### src/design/ccr_pkg.sv
package ccr_pkg;

	// Default build-time sizes
	localparam int SINE_TABLE_BITS = 10;
	localparam int SAMPLE_BITS     = 16;

	// Fixed formats
	localparam int GAIN_BITS  = 32;
	localparam int PHASE_BITS = 32;
	localparam int TAB_BITS   = 15;   // quarter-wave magnitude, 0..16384
	localparam int COEF_BITS  = 16;   // signed Q1.14 sine/cosine
	localparam int FRAC_BITS  = 14;
	localparam int ROUND_HALF = 8192;
	localparam int CFG_INDEX_BITS = 1;

	localparam logic [31:0] FREQ_MAX = 32'h7FFF_FFFF;
	localparam logic [31:0] FREQ_MIN = 32'h8000_0000;

	// Register indexes
	localparam logic [CFG_INDEX_BITS-1:0] REG_ALPHA_GAIN = 1'b0;
	localparam logic [CFG_INDEX_BITS-1:0] REG_BETA_GAIN  = 1'b1;

	// Taylor constants, Q2.30
	localparam logic [63:0] Q30_ONE     = 64'd1073741824;
	localparam logic [63:0] HALF_PI_Q30 = 64'd1686629713;

	// Controller to datapath commands
	typedef struct packed {
		logic capture;
		logic mult;
		logic rnd;
		logic gain;
		logic commit;
	} cmd_t;

	// Sine of p quarter-wave steps (0..quarter), Q1.14, capped at 1.0.
	// Only evaluated with constant arguments to build the lookup table.
	function automatic logic [TAB_BITS-1:0] quarter_sine(input int unsigned p,
		input int unsigned tb);
		logic [63:0] x;
		logic [63:0] x2;
		logic [63:0] t;
		logic [63:0] m;
		logic [63:0] s;
		x  = (64'(p) * HALF_PI_Q30) >> (tb - 2);
		x2 = (x * x) >> 30;
		t  = Q30_ONE;
		for (int n = 0; n < 5; n++) begin
			m = (x2 * t) >> 30;
			case (n)
				0: t = Q30_ONE - m / 64'd110;
				1: t = Q30_ONE - m / 64'd72;
				2: t = Q30_ONE - m / 64'd42;
				3: t = Q30_ONE - m / 64'd20;
				default: t = Q30_ONE - m / 64'd6;
			endcase
		end
		s = (x * t) >> 30;
		s = (s + 64'd32768) >> 16;
		if (s > 64'd16384)
			s = 64'd16384;
		return s[TAB_BITS-1:0];
	endfunction

endpackage

### src/design/ccr_ctrl.sv
module ccr_ctrl (
	input  logic          clk,
	input  logic          arst_n,
	input  logic          in_valid,
	output logic          in_ready,
	output logic          out_valid,
	input  logic          out_ready,
	output ccr_pkg::cmd_t cmd
);

	typedef enum logic [2:0] {
		ST_IDLE,
		ST_MULT,
		ST_RND,
		ST_GAIN,
		ST_UPD
	} state_t;

	state_t state_q;
	logic   out_free;

	assign out_free = !out_valid || out_ready;
	assign in_ready = (state_q == ST_IDLE);

	// Command decode
	always_comb begin
		cmd.capture = (state_q == ST_IDLE) && in_valid;
		cmd.mult    = (state_q == ST_MULT);
		cmd.rnd     = (state_q == ST_RND);
		cmd.gain    = (state_q == ST_GAIN);
		cmd.commit  = (state_q == ST_UPD) && out_free;
	end

	// Sequencer and output valid flag
	always_ff @(posedge clk or negedge arst_n) begin
		if (!arst_n) begin
			state_q   <= ST_IDLE;
			out_valid <= 1'b0;
		end else begin
			case (state_q)
				ST_IDLE: begin
					if (in_valid)
						state_q <= ST_MULT;
				end
				ST_MULT: state_q <= ST_RND;
				ST_RND:  state_q <= ST_GAIN;
				ST_GAIN: state_q <= ST_UPD;
				ST_UPD: begin
					if (out_free)
						state_q <= ST_IDLE;
				end
				default: state_q <= ST_IDLE;
			endcase
			if (cmd.commit)
				out_valid <= 1'b1;
			else if (out_ready)
				out_valid <= 1'b0;
		end
	end

endmodule

### config.mk
export PLATFORM = sky130hd
export DESIGN_NAME = ccr_ctrl
export DESIGN_NICKNAME = d
export VERILOG_FILES = /design/src/design/ccr_pkg.sv /design/src/design/ccr_ctrl.sv
export SDC_FILE = /design/constraint.sdc
export NUM_CORES = 1
export LEC_CHECK = 0
export BUFFER_PORTS_ARGS = -buffer_cell sky130_fd_sc_hd__buf_4
export CAP_MARGIN = 20
export CORE_AREA = 3 3 40 42
export CTS_BUF_LIST = sky130_fd_sc_hd__clkbuf_8
export CTS_CLUSTER_SIZE = 24
export DETAILED_ROUTE_END_ITERATION = 12
export DIE_AREA = 0 0 43 45
export HOLD_SLACK_MARGIN = 0.08
export PLACE_DENSITY_LB_ADDON = 0.12
export SLEW_MARGIN = 25
export SYNTH_ARGS = -nofsm -noshare
export SYNTH_HDL_FRONTEND = slang
export SYNTH_SLANG_ARGS = --single-unit
### constraint.sdc
create_clock -name clk -period 1.65 [get_ports clk]
set_input_delay 0.0825 -clock clk [delete_from_list [all_inputs] [get_ports clk]]
set_output_delay 0.0825 -clock clk [all_outputs]
set_load 0.01 [all_outputs]
# == Word-level counts from Yosys, hierarchy flattened ==
# Index checks and enable logic that the tools add are counted.
# op_classes
n_eq_ne,6
mux,5
reduce_logical,7
# op_table
operator,n
3-bit one-hot mux with 5 select lines,1
"3-bit by 2-bit == test with 1-bit output, second input constant",2
3-bit two-way mux,2
"2-bit != test, second input constant",2
"3-bit by 1-bit == test with 1-bit output, second input constant",1
"3-bit == test, second input constant",1
3-bit logical NOT,1
1-bit logical AND,2
1-bit two-way mux,2
2-bit AND reduction,1
2-bit nonzero test,1
1-bit logical NOT,1
1-bit logical OR,1
# totals
ff_bits,4
in_bits,4
output_inout_bits,7
wordCells,20

# == Depth between registers and ports, before layout ==
# Gate-level depths: netlist (run 1).
# logic_depth
depth_word,4
ltp_mapped,2
mapped_depth_nobuf,2

# == Worst setup path after synthesis (run 1) ==
# No wires, ideal clock.
# synth_path
path_kind,reg2out
from,reg state_q[1]
to,out cmd[4] (netlist bit)
arrival_ps,1004
required_ps,1567
setup_slack_ps,564
path_stages_with_launch,3
path_buffers,0
path_cell_list,dfrtp_1 -> nor3_1 -> and2_1
# synth_lines
element,line_no,rtl
"start, declared",ccr_ctrl.sv:19,state_t state_q;
"start signal, assigned",ccr_ctrl.sv:37,state_q <= ST_IDLE;
"start signal, assigned",ccr_ctrl.sv:43,state_q <= ST_MULT;
"start signal, assigned",ccr_ctrl.sv:45,ST_MULT: state_q <= ST_RND;
"end, declared",ccr_ctrl.sv:8,output ccr_pkg::cmd_t cmd

==> reports/summary.md, run 1 <==
Combinational logic burns 41.7% of the power. The run gives 187 as the via count of the first global-routing pass. The tools report the data arrival at the endpoint of the critical path as 1.32 ns.

The tools report the max-slew headroom at the worst pin as 85.1%. By area the synthesized netlist is led by dfrtp_1 51%, nor3b_1 7.6%, o21bai_2 5.7%. The run gives 0 as the first-iteration detailed-routing DRC count. The final hold violation count was 0.

For the sink count of the clock tree, the log shows 4. Total buffers and inverters traversed by the critical path: 1. Post-CTS repair changed the size of 0 cells. The tools report the area of the placeable core as 1280 sq um. The layout has 146 filler cells. Synthesized-area fraction occupied by ao, oa, aoi and oai cells: 5.70%. For this block, the routed nets add up to 456 um of wire.

The worst hold path belongs to the class in2reg. Number of antenna violations at the first check in global routing: 0. Library cell used as clock root buffer: clkbuf_8.

Buffers inserted during clock tree synthesis total 3. The area of the die was 1940 sq um; the routability congestion estimate was 0.571. The run gives 0.22 ns as the later-pin clock latency in the skew report. Primary flip-flop cell chosen by synthesis mapping: dfrtp_1. The critical path in this run is classified as reg2out. Among cell families on the critical path, the largest total delay comes from simple AND/OR/NAND/NOR gates. For the initial standard-cell utilization of the core, the log shows 15.4%.

Clock share of power: 28.3%. For this run, the total global-route usage over all layers was measured as 6.27%. The number of antenna-violating nets in the routed design was 0.

The number of warnings reported in the yosys synthesis log came out at 0. Averaged over all synthesized cells, the footprint is 11.0 sq um. After synthesis the netlist holds a flip-flop and latch count of 4. The total overflow left after global routing is 0. The horizontal die dimension is 43 um, and the number of cells on the worst hold path is 3. The area growth from synthesis to layout is 73.4%.

The internal cell power was 480 uW; the register clock-pin slew on the reported worst setup and hold paths was 0.03 ns. The number of optimization iterations in the first detailed-route pass is 1. The cell area after synthesis came out at 198 sq um.

The logs give 1 for the CTS H-tree depth and 175 for the number of vias after detailed routing. The number of nets handed over by synthesis was 22. dfrtp_1 is the most common cell in the netlist. TritonCTS built the clock tree.

The final setup TNS is 0 ns, and the share of synthesized area spent on multiplexers is 0%. The first global-routing pass estimated 800 um of wire. Summed over all nets, the switching power comes to 238 uW. The largest area contributor in the netlist is dfrtp_1. Dividing the detail-routed via count by the number of cells gives 3.72. In this run the post-CTS setup repair buffer count came out at 0. Dividing the detail-routed wire length by the instance count gives 9.70 um. In this run switching power makes up 33.1% of total power. Setup repair after global routing left no endpoint under its margin. Of the total synthesized cell area, the portion taken by full adders, half adders and majority gates is 0%. For this run, the post-layout net count is 38. The clock arrives with 0.00486 ns of skew. For the worst setup path, the data required time is 1.57 ns. The y dimension of the die is 45 um. Timing analysis after detailed placement gives a worst setup slack of 0.461 ns.

The fraction of power consumed by sequential logic came out at 30.0%. The run finished with clean final reports. The shortest clock period the worst path allows after layout is 1.40 ns, and the number of cells on the worst reg-to-reg path is 2. For the count of final max-slew check failures, the log shows 0. Of the total synthesized cell area, the portion taken by AND, OR, NAND and NOR gates is 39.2%.

Among all stages on the critical path, the largest delay is contributed by dfrtp_1. The proportion of synthesized flip-flops having asynchronous set or reset came out at 100%. The xor and xnor fraction of the mapped netlist area came out at 4.43%. In this run the deepest clock path goes through 2 buffers. The period utilization came out at 85.0%. Sorting the synthesized cells by how often they occur yields 4 x dfrtp_1, 2 x nor2_1, 2 x nor3_1, 2 x nor3b_1. In this run the worst path has a maximum fanout of 7.

The run gives 0 as the total setup violations reported at the end of the flow. The tools report the type of element launching the critical path as a register. The logs give 11 for the number of primary I/O pins and 718 uW for the total power draw. The tool flagged a number of max-cap violations equal to 0. Summed over all cells, the static leakage comes to 0.171 nW.

The run gives 713 MHz as the highest clock frequency the design can meet. The tools report the number of library cell types mapped by synthesis as 12. The worst setup path is captured at an output pin.

For the maximum vdd ir drop, the log shows 0.600 mV. The fraction of final layout cells with drive strength greater than 1 is 50.0%, and the top-area cell type share of the netlist area is 50.6%. The synthesized design contains 0 enable-type register cells.

In this run the power density over the cells is 2090 nW/um^2. The number of stages on the worst setup path came out at 3. The largest family of logic cells by synthesized area was simple AND/OR/NAND/NOR gates. The pin slew with the least headroom to its limit is 0.224 ns, and the remaining routing DRC violations is 0. The number of buffers added on ports was 10. Largest net degree at the start of global routing: 8. Synthesis produced 18 cells. The largest single stage delay on the critical path is 0.44 ns. Of the synthesized area, sequential elements account for 50.6%.

For the cell row count, the log shows 13. The repair_antennas step left the layout with diodes totalling 0. Traced cell by cell, the critical path runs through or3b_4, nor2b_2, buf_4. Once routing completed, OpenROAD measured the worst setup slack at 0.248 ns.
==> per-stage QoR <==
step | hold WS [ns] | instances | instance area (sq um) | util [%]
floorplan | -0.213 | 18 | 198 | -
global placement | -0.120 | 43 | 292 | 22.7
detailed placement | -0.119 | 43 | 292 | 22.7
CTS | 0.151 | 47 | 343 | 26.7
global route | 0.171 | 47 | 343 | 26.7
finish | 0.152 | 47 | 343 | 26.7
==> worst register-to-register path, stage by stage (launching register included) <==
cell and delay (ns):
dfrtp_1 0.44, or3b_4 0.44, o21bai_2 0.11
==> placed cells by master (no fill, tap or decap) <==
| cell type | Yosys | layout |
|---|---|---|
| nor3b_1 | 2 | 2 |
| and3b_1 | 1 | 1 |
| nor3_1 | 2 | 2 |
| xnor2_1 | 1 | 1 |
| nor2_1 | 2 | 2 |
| dlygate4sd3_1 | 0 | 1 |
| nor2b_2 | 1 | 1 |
| and2_1 | 1 | 1 |
| buf_4 | 0 | 10 |
| clkbuf_8 | 0 | 3 |
| or3b_4 | 1 | 1 |
| nand2_1 | 1 | 1 |
| dfrtp_1 | 4 | 4 |
| o21bai_2 | 1 | 1 |
| nand2b_1 | 1 | 1 |
==> worst paths after layout <==
| path | startpoint | end | slack, ns |
|---|---|---|---|
| setup / recovery | state_q[1]$_DFFE_PN0P_ | cmd[0] | 0.25 |
| hold / removal | in_valid | state_q[0]$_DFFE_PN0P_ | 0.15 |
| setup reg to reg | state_q[1]$_DFFE_PN0P_ | state_q[2]$_DFFE_PN0P_ | 0.59 |
| hold reg to reg | out_valid$_DFFE_PN0P_ | out_valid$_DFFE_PN0P_ | 0.54 |
| max in group asynchronous | arst_n | state_q[0]$_DFFE_PN0P_ | 1.35 |
| min in group asynchronous | arst_n | out_valid$_DFFE_PN0P_ | 0.20 |
==> repair_timing <==
action / CTS / global route
hold buffers: 1 / 0
setup endpoints to repair: 0 / 0
hold endpoints to repair: 4 / 0
==> state kept, by name, indices dropped and copies added (netlist names) <==
signal,count
out_valid,1
state_q,3
==> cell type report <==
class	count	area [sq um]	share of cell area [%]
clock buffer	3	41.3	12.0
multi-input combinational	14	97.6	28.5
timing repair buffer	11	85.1	24.8
sequential	4	100	29.2
tap	15	18.8	5.47
==> metal layers <==
| layer | vias to the layer above | share of wire (%) | global-route usage [%] |
|---|---|---|---|
| met1 | 74 | 44 | 7.54 |
| met2 | 10 | 41 | 6.59 |
| met5 | - | 0 | 0 |
| met4 | 0 | 2.0 | 7.23 |
| met3 | 2 | 12 | 3.98 |
| li1 | 89 | - | - |
==> cell families after synthesis <==
family                    Yosys count
AOI/OAI and AO/OA                   1
and+or+nand+nor                    12
DFF                                 4
xor gates and xnor gates            1
==> power groups by stage <==
stage | registers [mW] | clock network, mW | logic (mW)
after detailed placement | 0.217 | 0 | 0.304
after global placement | 0.220 | 0 | 0.300
after global routing | 0.228 | 0.219 | 0.330
final | 0.215 | 0.203 | 0.299
after CTS | 0.217 | 0.208 | 0.307
after floorplan | 0.203 | 0 | 0.164
No activity file was read; power rests on OpenSTA's default activity.
==> run 2: changes to the inputs <==
clock period = 1.17 ns   (was 1.65 ns; I/O delays follow)
==> run 2 against run 1 <==
  * Critical path type unchanged
  * Critical path depth unchanged
  * The flow now finishes with violations (setup timing)
  * Combinational power rose by 120%
  * Count of clock-buffer cells in the layout unchanged
  * Sequential cell count unchanged
==> reports/summary.md, run 2 (synthesis results as in run 1) <==
The tools report the max-slew headroom at the worst pin as 90.1% (was 85.1%). The data arrival at the endpoint of the critical path came out at 1.22 ns (was 1.32 ns). The checks that failed: setup timing.

Setup repair after global routing could not meet its margin everywhere. TritonCTS built the clock tree. The final-layout fill cell count is 141 (was 146), and the aggregate routed wire length is 511 um (was 456 um). The type of element launching the critical path was a register (unchanged). The number of primary I/O pins is 11 (unchanged), and the fraction of final layout cells with drive strength greater than 1 is 63.9% (was 50.0%). The period utilization was 109%; the area of the placeable core was 1280 sq um (unchanged). The final design area excluding fillers is 402 sq um (was 343 sq um), and the horizontal die dimension is 43 um (unchanged).

The maximum fanout along the worst path is 3 (was 7). The number of optimization iterations in the first detailed-route pass is 4 (was 1), and the number of flip-flops in the largest register is 3 (unchanged). The register clock-pin slew on the reported worst setup and hold paths came out at 0.03 ns (about the same). The logs give 0.854 mV (was 0.600 mV) for the maximum vdd ir drop and -0.173 ns (was 0 ns) for the final setup TNS. Number of buffers added on ports: 10 (unchanged). The tools report the later-pin clock latency in the skew report as 0.22 ns (about the same). CTS H-tree depth: 1 (unchanged). The class of the tightest hold or removal check was in2reg (unchanged).

The most common cell after layout, fill and taps aside is buf_4 (unchanged). The pin slew with the least headroom to its limit was 0.147 ns (was 0.224 ns). The setup slack of the worst register-to-register path is 0.10 ns (was 0.59 ns).

The highest clock frequency the design can meet was 783 MHz. Registers with the most flip-flops: state_q (3), out_valid (1) (unchanged). Y dimension of the die: 45 um (unchanged). The logs give 51 (was 47) for the non-filler instance count after layout and 0 (unchanged) for the count of final max-slew check failures. The areal power density over the cells is 3000 nW/um^2 (was 2090 nW/um^2). The sink count of the clock tree is 4 (unchanged). The worst setup skew after layout was 0.00657 ns (was 0.00486 ns). The leakage power is 0.201 nW (was 0.171 nW). The run gives 314 sq um (was 292 sq um) as the total cell area at the placement stage.

The largest net degree at the start of global routing is 7 (was 8). The area of the die is 1940 sq um (unchanged), and the number of antenna-violating nets in the routed design is 0 (unchanged). The first-iteration detailed-routing DRC count is 1 (was 0). Library cell used as clock root buffer: clkbuf_8 (unchanged).

Synthesis-to-layout area growth: 103% (was 73.4%). The antenna diode count is 0 (unchanged), and the sum of overflow across all layers after global routing is 0 (unchanged). The data required time of the critical path was 1.11 ns (was 1.57 ns); the first-pass GRT wire length was 903 um (was 800 um). The number of antenna violations at the first check in global routing is 0 (unchanged), and the overall fraction of global-route tracks in use is 7.18% (was 6.27%). Remaining routing DRC violations: 0 (unchanged).

The run gives 15.4% (unchanged) as the initial standard-cell utilization of the core. The via count of the first global-routing pass was 194 (was 187). The run finished, with violations left. The shortest clock period the worst path allows after layout works out to 1.28 ns. For the number of nets in the layout, the log shows 42 (was 38). The average wire per cell in the routed design came out at 10.0 um (was 9.70 um). The number of CTS-inserted buffers was 3 (unchanged). The average via count per standard cell came out at 3.78 (was 3.72). The total setup violations reported at the end of the flow was 2 (was 0). The path type of the worst setup path is reg2out (unchanged).

The tools report the routability congestion estimate as 0.594 (was 0.571). Capturing element type of the critical path: an output pin (unchanged). Highest-count cells in the layout ignoring fill and taps: 12 x buf_4, 4 x dfrtp_1, 3 x clkbuf_8 (was 10 x buf_4, 4 x dfrtp_1, 3 x clkbuf_8). The number of vias after detailed routing came out at 193 (was 175). Post-layout worst setup margin: -0.108 ns (was 0.248 ns). For the post-placement cell count, the log shows 46 (was 43). The number of buffers on the longest clock path came out at 2 (unchanged).

The final hold violation count came out at 0 (unchanged). The register with the most flip-flops was state_q (unchanged). The number of violations of the max-capacitance limit came out at 0 (unchanged). The cell row count is 13 (unchanged).
[run 2: cell types whose count changed in the layout (fill, tap and decap cells not counted), sizes merged]
cell	previous run	this run
buf	10	14
[run 2: cell type report]
class | instances | area (sq um) | share of cell area [%]
timing repair buffer | 15 | 123 | 30.5
multi-input combinational | 14 | 119 | 29.6
sequential | 4 | 100 | 24.9
clock buffer | 3 | 41.3 | 10.3
tap | 15 | 18.8 | 4.67
[run 2: final timing paths]
kind	startpoint	end	cells past startpoint
setup / recovery	state_q[0]$_DFFE_PN0P_	cmd[0]	3
hold / removal	in_valid	state_q[0]$_DFFE_PN0P_	3
setup reg to reg	state_q[0]$_DFFE_PN0P_	state_q[2]$_DFFE_PN0P_	3
hold reg to reg	out_valid$_DFFE_PN0P_	out_valid$_DFFE_PN0P_	2
max in group asynchronous	arst_n	state_q[0]$_DFFE_PN0P_	2
min in group asynchronous	arst_n	state_q[2]$_DFFE_PN0P_	2
[run 2: metal layers]
metal  vias to the layer above  wire [um]  share of wire [%]  GRT usage, %
met4                         0          0                  0          7.23
met5                         -          0                  0             0
met2                        12        234                 46          8.08
met1                        83        219                 43          8.25
li1                         98          -                  -             -
met3                         0         58                 11          5.18
[run 2: where the power goes]
part           internal (mW)  switching [mW]
Combinational          0.380           0.285
Sequential             0.205          0.0375
Clock                  0.220          0.0763
[run 2: what timing repair did]
item | CTS | global route
pin swaps | 0 | 1
buffers inserted | 0 | 1
gates resized for setup | 2 | 4
hold buffers | 1 | 0
endpoints found under the setup margin | 3 | 6
endpoints found under the hold margin | 4 | 0
[run 2: worst max-delay path: stages, from the launching register on]
cell,delay (ns)
dfrtp_1,0.37
or3b_4,0.41
nor2b_2,0.11
buf_4,0.12
[run 2: stage by stage]
stage / hold slack (ns) / utilization, % / setup WS, ns / power, mW
floorplan: -0.237 / - / 0.108 / 0.517
global placement: -0.143 / 24.4 / 0.117 / 0.804
detailed placement: -0.141 / 24.4 / 0.104 / 0.807
CTS: 0.127 / 29.3 / -0.129 / 1.16
global route: 0.161 / 31.3 / -0.167 / 1.30
finish: 0.119 / 31.3 / -0.108 / 1.20
